--- src/rtl/core/rctc_pkg.sv ---
package rctc_pkg;

    localparam int MaxSources = 16;
    localparam int IdxW       = (MaxSources > 1) ? $clog2(MaxSources) : 1;
    localparam int CntW       = $clog2(MaxSources + 1);
    localparam int FieldW     = 16;
    localparam int StatusW    = 3;
    localparam int SlotW      = 4;

    typedef enum logic [StatusW-1:0] {
        ST_ACCEPTED  = 3'd0,
        ST_ADDED     = 3'd1,
        ST_STALE_RST = 3'd2,
        ST_STALE_MSG = 3'd3,
        ST_FULL      = 3'd4
    } status_t;

    typedef enum logic [1:0] {
        S_IDLE,
        S_CHECK,
        S_APPEND,
        S_DONE
    } state_t;

    typedef struct packed {
        logic [FieldW-1:0] addr;
        logic [FieldW-1:0] rst_cnt;
        logic [FieldW-1:0] msg_cnt;
    } entry_t;

endpackage

--- src/rtl/core/rctc_ram.sv ---
module rctc_ram #(
    parameter int Width = 48,
    parameter int Depth = 16,
    localparam int AddrBits = (Depth > 1) ? $clog2(Depth) : 1
) (
    input  logic                     aclk,
    input  logic                     we,
    input  logic [AddrBits-1:0]      waddr,
    input  logic [Width-1:0]         wdata,
    input  logic [AddrBits-1:0]      raddr,
    output logic [Width-1:0]         rdata
);

    logic [Width-1:0] mem [Depth];
    logic [Width-1:0] rdata_reg;

    always_ff @(posedge aclk) begin
        if (we) begin
            mem[waddr] <= wdata;
        end
        rdata_reg <= mem[raddr];
    end

    assign rdata = rdata_reg;

endmodule

--- src/rtl/core/replay_counter_table_check_top.sv ---
// ch  dir  fields                                                        handshake
// s_  in   s_source_address s_sender_reset_count s_sender_message_count  s_valid/s_ready
// m_  out  m_status m_persist m_slot                                     m_valid/m_ready
//
// one slot compared per cycle on the single ram read port; a match ends the scan,
// a miss on the last used slot (or an empty table) goes on to the append state
// before the result is registered; s_ready returns with m_valid
// aresetn is synchronous, active low, and empties the table at once
// a held result does not stop the next item being taken and scanned
// a stalled output only holds the finished item until the register frees
module replay_counter_table_check_top (
    input  logic                         aclk,
    input  logic                         aresetn,
    input  logic                         s_valid,
    output logic                         s_ready,
    input  logic [rctc_pkg::FieldW-1:0]  s_source_address,
    input  logic [rctc_pkg::FieldW-1:0]  s_sender_reset_count,
    input  logic [rctc_pkg::FieldW-1:0]  s_sender_message_count,
    output logic                         m_valid,
    input  logic                         m_ready,
    output logic [rctc_pkg::StatusW-1:0] m_status,
    output logic                         m_persist,
    output logic [rctc_pkg::SlotW-1:0]   m_slot
);

    rctc_pkg::state_t  state_reg, state_next;
    logic [rctc_pkg::IdxW-1:0] idx_reg, idx_next;
    logic [rctc_pkg::CntW-1:0] used_reg, used_next;
    rctc_pkg::entry_t  item_reg, item_next;
    rctc_pkg::status_t res_status_reg, res_status_next;
    logic              res_persist_reg, res_persist_next;
    logic [rctc_pkg::SlotW-1:0] res_slot_reg, res_slot_next;
    logic              m_valid_reg, m_valid_next;
    rctc_pkg::status_t m_status_reg, m_status_next;
    logic              m_persist_reg, m_persist_next;
    logic [rctc_pkg::SlotW-1:0] m_slot_reg, m_slot_next;

    logic                      ram_we;
    logic [rctc_pkg::IdxW-1:0] ram_waddr;
    logic [rctc_pkg::IdxW-1:0] ram_raddr;
    logic [$bits(rctc_pkg::entry_t)-1:0] ram_rdata;
    rctc_pkg::entry_t          known;

    logic accept;
    logic out_free;
    logic hit;
    logic last;
    logic full;
    logic [rctc_pkg::IdxW-1:0] idx_inc;

    assign accept   = s_valid && s_ready;
    assign out_free = !m_valid_reg || m_ready;
    assign known    = rctc_pkg::entry_t'(ram_rdata);
    assign hit      = known.addr == item_reg.addr;
    assign idx_inc  = idx_reg + rctc_pkg::IdxW'(1);
    assign last     = (rctc_pkg::CntW'(idx_reg) + rctc_pkg::CntW'(1)) == used_reg;
    assign full     = used_reg == rctc_pkg::CntW'(rctc_pkg::MaxSources);

    rctc_ram #(
        .Width($bits(rctc_pkg::entry_t)),
        .Depth(rctc_pkg::MaxSources)
    ) u_table (
        .aclk (aclk),
        .we   (ram_we),
        .waddr(ram_waddr),
        .wdata(item_reg),
        .raddr(ram_raddr),
        .rdata(ram_rdata)
    );

    // next state
    always_comb begin
        state_next = state_reg;
        case (state_reg)
            rctc_pkg::S_IDLE: begin
                if (s_valid) begin
                    state_next = (used_reg == '0) ? rctc_pkg::S_APPEND : rctc_pkg::S_CHECK;
                end
            end
            rctc_pkg::S_CHECK: begin
                if (hit) begin
                    state_next = rctc_pkg::S_DONE;
                end else if (last) begin
                    state_next = rctc_pkg::S_APPEND;
                end
            end
            rctc_pkg::S_APPEND: state_next = rctc_pkg::S_DONE;
            rctc_pkg::S_DONE: begin
                if (out_free) begin
                    state_next = rctc_pkg::S_IDLE;
                end
            end
            default: state_next = rctc_pkg::S_IDLE;
        endcase
    end

    // datapath and outputs
    always_comb begin
        s_ready          = state_reg == rctc_pkg::S_IDLE;
        ram_we           = 1'b0;
        ram_waddr        = idx_reg;
        ram_raddr        = (state_reg == rctc_pkg::S_IDLE) ? '0 : idx_inc;
        idx_next         = idx_reg;
        used_next        = used_reg;
        item_next        = item_reg;
        res_status_next  = res_status_reg;
        res_persist_next = res_persist_reg;
        res_slot_next    = res_slot_reg;
        m_valid_next     = m_valid_reg && !m_ready;
        m_status_next    = m_status_reg;
        m_persist_next   = m_persist_reg;
        m_slot_next      = m_slot_reg;
        case (state_reg)
            rctc_pkg::S_IDLE: begin
                if (accept) begin
                    item_next.addr    = s_source_address;
                    item_next.rst_cnt = s_sender_reset_count;
                    item_next.msg_cnt = s_sender_message_count;
                    idx_next          = '0;
                end
            end
            rctc_pkg::S_CHECK: begin
                res_slot_next    = rctc_pkg::SlotW'(idx_reg);
                res_persist_next = 1'b0;
                if (hit) begin
                    if (known.rst_cnt < item_reg.rst_cnt) begin
                        ram_we           = 1'b1;
                        res_status_next  = rctc_pkg::ST_ACCEPTED;
                        res_persist_next = 1'b1;
                    end else if (known.rst_cnt != item_reg.rst_cnt) begin
                        res_status_next = rctc_pkg::ST_STALE_RST;
                    end else if (known.msg_cnt < item_reg.msg_cnt) begin
                        ram_we          = 1'b1;
                        res_status_next = rctc_pkg::ST_ACCEPTED;
                    end else begin
                        res_status_next = rctc_pkg::ST_STALE_MSG;
                    end
                end else begin
                    idx_next = idx_inc;
                end
            end
            rctc_pkg::S_APPEND: begin
                ram_waddr = used_reg[rctc_pkg::IdxW-1:0];
                if (full) begin
                    res_status_next  = rctc_pkg::ST_FULL;
                    res_persist_next = 1'b0;
                    res_slot_next    = '0;
                end else begin
                    ram_we           = 1'b1;
                    used_next        = used_reg + rctc_pkg::CntW'(1);
                    res_status_next  = rctc_pkg::ST_ADDED;
                    res_persist_next = 1'b1;
                    res_slot_next    = rctc_pkg::SlotW'(used_reg[rctc_pkg::IdxW-1:0]);
                end
            end
            rctc_pkg::S_DONE: begin
                if (out_free) begin
                    m_valid_next   = 1'b1;
                    m_status_next  = res_status_reg;
                    m_persist_next = res_persist_reg;
                    m_slot_next    = res_slot_reg;
                end
            end
            default: ;
        endcase
    end

    always_ff @(posedge aclk) begin
        if (!aresetn) begin
            state_reg   <= rctc_pkg::S_IDLE;
            used_reg    <= '0;
            m_valid_reg <= 1'b0;
        end else begin
            state_reg   <= state_next;
            used_reg    <= used_next;
            m_valid_reg <= m_valid_next;
        end
        idx_reg         <= idx_next;
        item_reg        <= item_next;
        res_status_reg  <= res_status_next;
        res_persist_reg <= res_persist_next;
        res_slot_reg    <= res_slot_next;
        m_status_reg    <= m_status_next;
        m_persist_reg   <= m_persist_next;
        m_slot_reg      <= m_slot_next;
    end

    assign m_valid   = m_valid_reg;
    assign m_status  = m_status_reg;
    assign m_persist = m_persist_reg;
    assign m_slot    = m_slot_reg;

endmodule

--- config.mk ---
export PLATFORM = sky130hd
export DESIGN_NAME = replay_counter_table_check_top
export DESIGN_NICKNAME = d
export VERILOG_FILES = /design/src/rtl/core/rctc_pkg.sv /design/src/rtl/core/rctc_ram.sv /design/src/rtl/core/replay_counter_table_check_top.sv
export SDC_FILE = /design/constraint.sdc
export NUM_CORES = 1
export LEC_CHECK = 0
export ABC_AREA = 1
export BUFFER_PORTS_ARGS = -buffer_cell sky130_fd_sc_hd__buf_2
export CAP_MARGIN = 25
export CELL_PAD_IN_SITES_DETAIL_PLACEMENT = 0
export CELL_PAD_IN_SITES_GLOBAL_PLACEMENT = 2
export CORE_ASPECT_RATIO = 0.75
export CORE_MARGIN = 3
export CORE_UTILIZATION = 42
export CTS_CLUSTER_DIAMETER = 30
export DETAILED_ROUTE_END_ITERATION = 16
export GPL_TIMING_DRIVEN = 0
export PLACE_DENSITY = 0.77
export SETUP_SLACK_MARGIN = 0.3
export SYNTH_ARGS = -nofsm -noshare
export SYNTH_HDL_FRONTEND = slang
export SYNTH_SLANG_ARGS = --single-unit
--- constraint.sdc ---
create_clock -name aclk -period 4.8 [get_ports aclk]
set_clock_uncertainty 0.1 [all_clocks]
set_input_delay 0 -clock aclk [delete_from_list [all_inputs] [get_ports aclk]]
set_output_delay 0 -clock aclk [all_outputs]
set_load 0.005 [all_outputs]
==> results.py, run 1 <==
metrics = {
    "place": {
        "io_buffers": 61,
        "dp.cells": 3491,
        "dp_hpwl_mm": 63.89,
        "dpl_worst_slack_ps": 150.7,
        "globalplace.congestion": 0.8057,
        "placed_cell_area_mm2": 0.03747,
    },
    "sta": {
        "period_share": 0.8711,
        "slew_violations": 0,
        "tightest_slew_ps": 1044,
        "layout_setup_ws_ps": 619.0,
        "fin_setup_tns_ps": 0,
        "fmax_mhz": 239.2,
        "slew_headroom": 0.3042,
        "period_needed_ps": 4181,
        "final_hold_viol_count": 0,
        "setup_viol": 0,
        "rsz0062_at_grt": "no",
    },
    "clocking": {
        "cts_tree": "yes",
        "clkTransAtPathRegs_ps": 60,
        "cts_buffers": 148,
        "htree_levels": 4,
        "clkLatencyLatePin_ps": 730,
        "clockBufferDepth": 3,
        "cts-root-buf": "clkbuf_16",
        "cts_sinks": 892,
    },
    "drt": {
        "wl_per_cell_um": 25.23,
        "via_per_inst": 5.640,
        "drc": 0,
        "vias": 21930,
        "drt_iter0_markers": 2503,
        "first_pass_iters": 8,
        "drt.antenna.violating_nets": 0,
        "wirelength_mm": 98.10,
    },
    "worst_setup_path": {
        "cp_cell_sequence": "inv_1, ha_1, nand2_1, nor2_1, nand2_1, nor4_2, nand3_1, nand2_1, nand2_1, nand2_1, nand2_2, buf_2, nor2_4, buf_12",
        "regToRegStartpoint": "item_reg[29]",
        "reg2reg_to": "u_table.mem[6][35]",
        "startpoint_type": "register",
        "cp-end-kind": "register",
        "cp_max_fo": 23,
        "critPathArrivalTime_ps": 4480,
        "ff2ff_path_depth": 14,
        "critical_path.top_delay_family": "simple AND/OR/NAND/NOR gates",
        "critPathMaxStageDelay_ps": 540,
        "required_ps": 5100,
        "crit_top_cell": "nand2_1",
        "critPathSlowestCell": "edfxtp_1",
        "critical_path_buf_inv_count": 3,
        "r2r_slack_ps": 620,
        "worst-setup-path-type": "reg2reg",
    },
    "synth": {
        "synth-edff-count": 836,
        "postSynthRegisterBits": 892,
        "netlist_area_mm2": 0.03494,
        "synth_fa_ha_area_frac": 0.01361,
        "netlist-cell-type-count": 35,
        "synth-main-ff-cell": "edfxtp_1",
        "seq_area_frac_synth": 0.7505,
        "synth.area.top_cells": "edfxtp_1 72%, mux2i_1 5.4%, o221ai_1 4.5%, dfxtp_1 3.2%, o21ai_0 3.1%",
        "syn-num-nets": 2383,
        "synth_async_sr_flop_share": 0,
        "synth_top_family_by_area": "compound AO/OA/AOI/OAI gates",
        "synth_xor_area_frac": 0.004977,
        "synth_compound_area_frac": 0.08422,
        "synth_area_per_cell_um2": 15.24,
        "synthCells": 2293,
        "yosysTopAreaCell": "edfxtp_1",
        "yosys.area_share.simple": 0.06327,
        "ys_warn_count": 0,
        "synthMuxAreaShare": 0.05443,
        "synth_top_area_frac": 0.7184,
    },
    "pwr": {
        "cellPowerDensity_mw_per_mm2": 688.8,
        "comb_power_share": 0.314,
        "p_clk_frac": 0.355,
        "power.internal_uw": 19410,
        "vdd_drop_max_v": 0.0004944,
        "p_seq_frac": 0.331,
        "leakagePower_uw": 0.01471,
        "power_switching_uw": 10780,
        "swShare": 0.3571,
    },
    "worst_hold_path": {
        "min_from": "s_valid",
        "min_path_cells": 4,
        "min_path_type": "in2reg",
        "min_to": "item_reg[22]",
    },
    "global_route": {
        "grt_pass1_wl_mm": 143.7,
        "grt_pass1_vias": 21800,
        "antenna_found_initial": 4,
        "grt_max_degree": 29,
        "gr-usage-all-layers": 0.2243,
        "overflow": 0,
    },
    "die": {
        "coreArea_mm2": 0.08142,
        "die_area_mm2": 0.08673,
        "start_util": 0.4292,
        "dieHeight_um": 255.8,
        "rows": 90,
        "dieWidth_um": 339.1,
        "io-pin-count": 62,
    },
    "final_layout": {
        "largest_register_ffs": 768,
        "drive_above_1_share": 0.1667,
        "stdcell_count": 3888,
        "synthToLayoutAreaGrowth_pct": 25.42,
        "antenna_cells": 0,
        "fin_area_mm2": 0.04383,
        "nets": 2751,
        "utilization": 0.5383,
    },
    "status": {
        "status": "complete, no violations",
    },
    "flow_run": {
        "drv_cap": 0,
    },
}
==> stage by stage <==
| stage | hold slack [ps] | total power [µW] |
|---|---|---|
| 3_5_place_dp | 78.09 | 19430 |
| 6_report | 301.9 | 30190 |
| 3_3_place_gp | 77.82 | 19170 |
| 5_1_grt | 332.9 | 31580 |
| 4_1_cts | 281.3 | 30280 |
| 2_1_floorplan | -1.131 | 15720 |
==> power by group through the flow <==
stage          Clock, µW  Combinational (µW)  Sequential, µW
2_1_floorplan          0                5760            9960
3_3_place_gp           0                9020           10200
3_5_place_dp           0                9290           10100
4_1_cts            10900                9420           10000
5_1_grt            11300               10300           10100
6_report           10700                9490            9990
==> per-layer routing <==
layer	part of all wire	GRT usage	vias up
met2	0.44	0.3314	930
met3	0.083	0.04942	142
li1	-	-	9802
met4	0.022	0.07260	0
met1	0.45	0.3302	11060
met5	0	0	-
==> worst min-delay path: stages <==
cell and delay [ps]:
dlygate4sd3_1 530, buf_2 130, nand2_1 100, inv_4 140
==> what timing repair did <==
item                                    4_1_cts  5_1_grt
pin swaps                                     6        1
endpoints found under the setup margin      112      212
gates cloned                                  0        0
hold endpoints to repair                     94        0
buffers inserted                             15        6
resized for setup                             0        0
hold buffers                                103        0
==> cells in the final DEF (no fill, tap or decap), types with 5 or more instances in the layout <==
cell type / instances
a21oi_1: 29
buf_12: 32
buf_16: 7
buf_2: 130
buf_4: 24
bufinv_16: 20
clkbuf_1: 99
clkbuf_16: 152
clkbuf_8: 7
clkinv_1: 12
clkinv_2: 24
clkinv_4: 7
clkinvlp_4: 15
dfxtp_1: 56
dlygate4sd3_1: 103
edfxtp_1: 836
ha_1: 38
inv_1: 68
inv_2: 5
inv_6: 9
mux2i_1: 190
nand2_1: 116
nand3_1: 105
nand4_1: 7
nor2_1: 29
nor2_4: 16
nor3_1: 192
o21ai_0: 216
o221ai_1: 180
o22ai_1: 8
xnor2_1: 15
==> logic make-up after synthesis <==
kind of cell / after synthesis
flip-flops: 892
AND/OR/NAND/NOR: 474
AO/OA/AOI/OAI: 446
buffers and inverters: 234
multiplexers: 190
adder cells (fa/ha/maj): 38
XOR/XNOR: 19
==> cell type report <==
cell class / count / area [µm²]
Buffer: 160 / 735.7
Timing Repair Buffer: 218 / 2282
Fill cell: 6474 / 37590
Clock inverter: 93 / 1117
Clock buffer: 180 / 3979
Tap cell: 1104 / 1381
Multi-Input combinational cell: 1167 / 7825
Inverter: 74 / 280.3
Sequential cell: 892 / 26230
==> synthesized netlist by cell type (8+ instances only) <==
library cell / n
xnor2_1: 15
ha_1: 38
o21ai_0: 216
o221ai_1: 180
buf_2: 69
a21oi_1: 29
nor3_1: 192
mux2i_1: 190
clkbuf_1: 78
buf_4: 9
nor2_1: 45
o22ai_1: 8
nand3_1: 105
edfxtp_1: 836
inv_1: 69
nand2_1: 116
dfxtp_1: 56
==> worst max-delay path by stage <==
stage,start,endpoint,depth (start not counted)
floorplan,item_reg[31],u_table.mem[10][0],13
global route,item_reg[31],u_table.mem[6][35],14
global placement,item_reg[29],u_table.mem[5][36],13
detailed placement,item_reg[29],u_table.mem[5][37],15
finish,item_reg[29],u_table.mem[6][35],14
CTS,item_reg[29],u_table.mem[3][21],14
(Power assumes the default switching activity.)
==> run 2, diff against run 1 <==
--- a/config.mk
+++ b/config.mk
@@ -12,11 +12,11 @@
 export CELL_PAD_IN_SITES_GLOBAL_PLACEMENT = 2
 export CORE_ASPECT_RATIO = 0.75
 export CORE_MARGIN = 3
-export CORE_UTILIZATION = 42
-export CTS_CLUSTER_DIAMETER = 30
+export CORE_UTILIZATION = 35
+export CTS_CLUSTER_DIAMETER = 40
 export DETAILED_ROUTE_END_ITERATION = 16
 export GPL_TIMING_DRIVEN = 0
-export PLACE_DENSITY = 0.77
+export PLACE_DENSITY = 0.67
 export SETUP_SLACK_MARGIN = 0.3
 export SYNTH_ARGS = -nofsm -noshare
 export SYNTH_HDL_FRONTEND = slang
==> results.py, run 2 (same netlist as run 1, synthesis figures left out) <==
metrics = {
    "die": {
        "dieWidth_um": 370.9,
        "io-pin-count": 62,
        "rows": 99,
        "die_area_mm2": 0.1037,
        "start_util": 0.3562,
        "coreArea_mm2": 0.09810,
        "dieHeight_um": 279.6,
    },
    "pwr": {
        "cellPowerDensity_mw_per_mm2": 661.2,
        "vdd_drop_max_v": 0.0003730,
        "leakagePower_uw": 0.01416,
    },
    "sta": {
        "period_needed_ps": 4134,
        "rsz0062_at_grt": "no",
        "fmax_mhz": 241.9,
        "period_share": 0.8613,
        "fin_setup_tns_ps": 0,
        "slew_headroom": 0.3688,
        "setup_viol": 0,
        "tightest_slew_ps": 946.8,
        "layout_setup_ws_ps": 665.8,
        "final_hold_viol_count": 0,
        "slew_violations": 0,
    },
    "global_route": {
        "antenna_found_initial": 3,
        "grt_max_degree": 30,
        "overflow": 0,
        "gr-usage-all-layers": 0.1930,
        "grt_pass1_wl_mm": 146.1,
        "grt_pass1_vias": 21360,
    },
    "drt": {
        "drc": 0,
        "wl_per_cell_um": 24.96,
        "via_per_inst": 5.355,
        "vias": 21640,
        "wirelength_mm": 100.9,
        "drt_iter0_markers": 2147,
        "drt.antenna.violating_nets": 0,
        "first_pass_iters": 5,
    },
    "place": {
        "globalplace.congestion": 0.7851,
        "io_buffers": 61,
        "dpl_worst_slack_ps": 124.1,
        "dp_hpwl_mm": 67.30,
    },
    "worst_setup_path": {
        "required_ps": 5150,
        "ff2ff_path_depth": 16,
        "critPathArrivalTime_ps": 4490,
        "cp-end-kind": "register",
        "cp_max_fo": 23,
        "r2r_slack_ps": 670,
        "startpoint_type": "register",
        "reg2reg_to": "u_table.mem[3][30]",
        "regToRegStartpoint": "item_reg[19]",
        "worst-setup-path-type": "reg2reg",
    },
    "final_layout": {
        "final_common_cell": "edfxtp_1",
        "final_cell_mix": "836 x edfxtp_1, 216 x o21ai_0, 192 x nor3_1",
        "nets": 2716,
        "synthToLayoutAreaGrowth_pct": 22.89,
        "largest_register_ffs": 768,
        "fillCellCount": 8692,
        "drive_above_1_share": 0.1518,
    },
    "clocking": {
        "clkTransAtPathRegs_ps": 60,
        "cts-root-buf": "clkbuf_16",
        "htree_levels": 3,
        "cts_sinks": 892,
        "clockBufferDepth": 3,
        "clkLatencyLatePin_ps": 720,
        "cts_buffers": 114,
        "cts_tree": "yes",
    },
    "status": {
        "status": "complete, no violations",
    },
    "worst_hold_path": {
        "min_to": "item_reg[3]",
        "min_path_cells": 4,
        "min_path_type": "in2reg",
        "min_from": "s_valid",
    },
    "flow_run": {
        "drv_cap": 0,
    },
}
==> run 2: final cells by class <==
cell class / count / area (µm²) / share of cell area
Clock buffer: 135 / 2972 / 0.06920
Sequential cell: 892 / 26230 / 0.6107
Multi-Input combinational cell: 1167 / 7834 / 0.1824
Timing Repair Buffer: 217 / 2232 / 0.05198
Buffer: 160 / 735.7 / 0.01713
Clock inverter: 82 / 1017 / 0.02369
Inverter: 74 / 280.3 / 0.006527
Tap cell: 1313 / 1643 / 0.03826
Antenna cell: 1 / 2.502 / 0.00005828
==> run 2: worst max-delay path, cell delays in order (launching register included) <==
cell and delay, ps:
edfxtp_1 730, inv_1 100, ha_1 340, nand2_1 60, o21ai_0 500, nand2_1 120, nand2_1 90, nand3_1 60
nand2_1 270, nand2_1 90, nand2_1 60, nand2_1 60, nand2_2 280, buf_2 500, nor2_4 110, buf_16 180
buf_12 180
==> run 2: layer usage <==
layer / track usage / vias to the layer above / part of all wire
li1: - / 9715 / -
met1: 0.2853 / 11000 / 0.46
met2: 0.2899 / 788 / 0.45
met3: 0.04100 / 139 / 0.073
met4: 0.04852 / 0 / 0.019
met5: 0 / - / 0
==> run 2: power breakdown <==
group	internal, µW	switching (µW)	leakage [µW]
combinational	2900	6670	0.00422
sequential	9490	505	0.00802
clock	5360	3470	0.00192
==> run 2: worst max path at each step <==
stage,cells after the start,slack [ps],from,end
floorplan,13,360,item_reg[31],u_table.mem[10][0]
CTS,14,350,item_reg[29],u_table.mem[6][44]
global placement,13,-3210,item_reg[29],u_table.mem[4][36]
global route,14,430,item_reg[29],u_table.mem[13][24]
finish,16,670,item_reg[19],u_table.mem[3][30]
detailed placement,15,120,item_reg[29],u_table.mem[5][37]
==> run 2: repair_timing <==
item | in CTS | in global routing
gates resized for setup | 0 | 1
hold endpoints to repair | 110 | 0
buffers inserted | 4 | 16
endpoints found under the setup margin | 59 | 315
pin swaps | 3 | 8
hold buffers | 103 | 0
==> run 2: through the flow <==
| step | instance area [µm²] | hold WS, ps | total power, µW | cells | util |
|---|---|---|---|---|---|
| global route | 42940 | 327.3 | 29790 | 4040 | 0.4377 |
| finish | 42940 | 296.5 | 28390 | 4041 | 0.4377 |
| global placement | 36890 | 76.69 | 19400 | 3667 | 0.3760 |
| floorplan | 34940 | -1.131 | 15720 | 2293 | - |
| CTS | 42810 | 281.3 | 28610 | 4024 | 0.4364 |
| detailed placement | 37730 | 78.09 | 19620 | 3700 | 0.3846 |
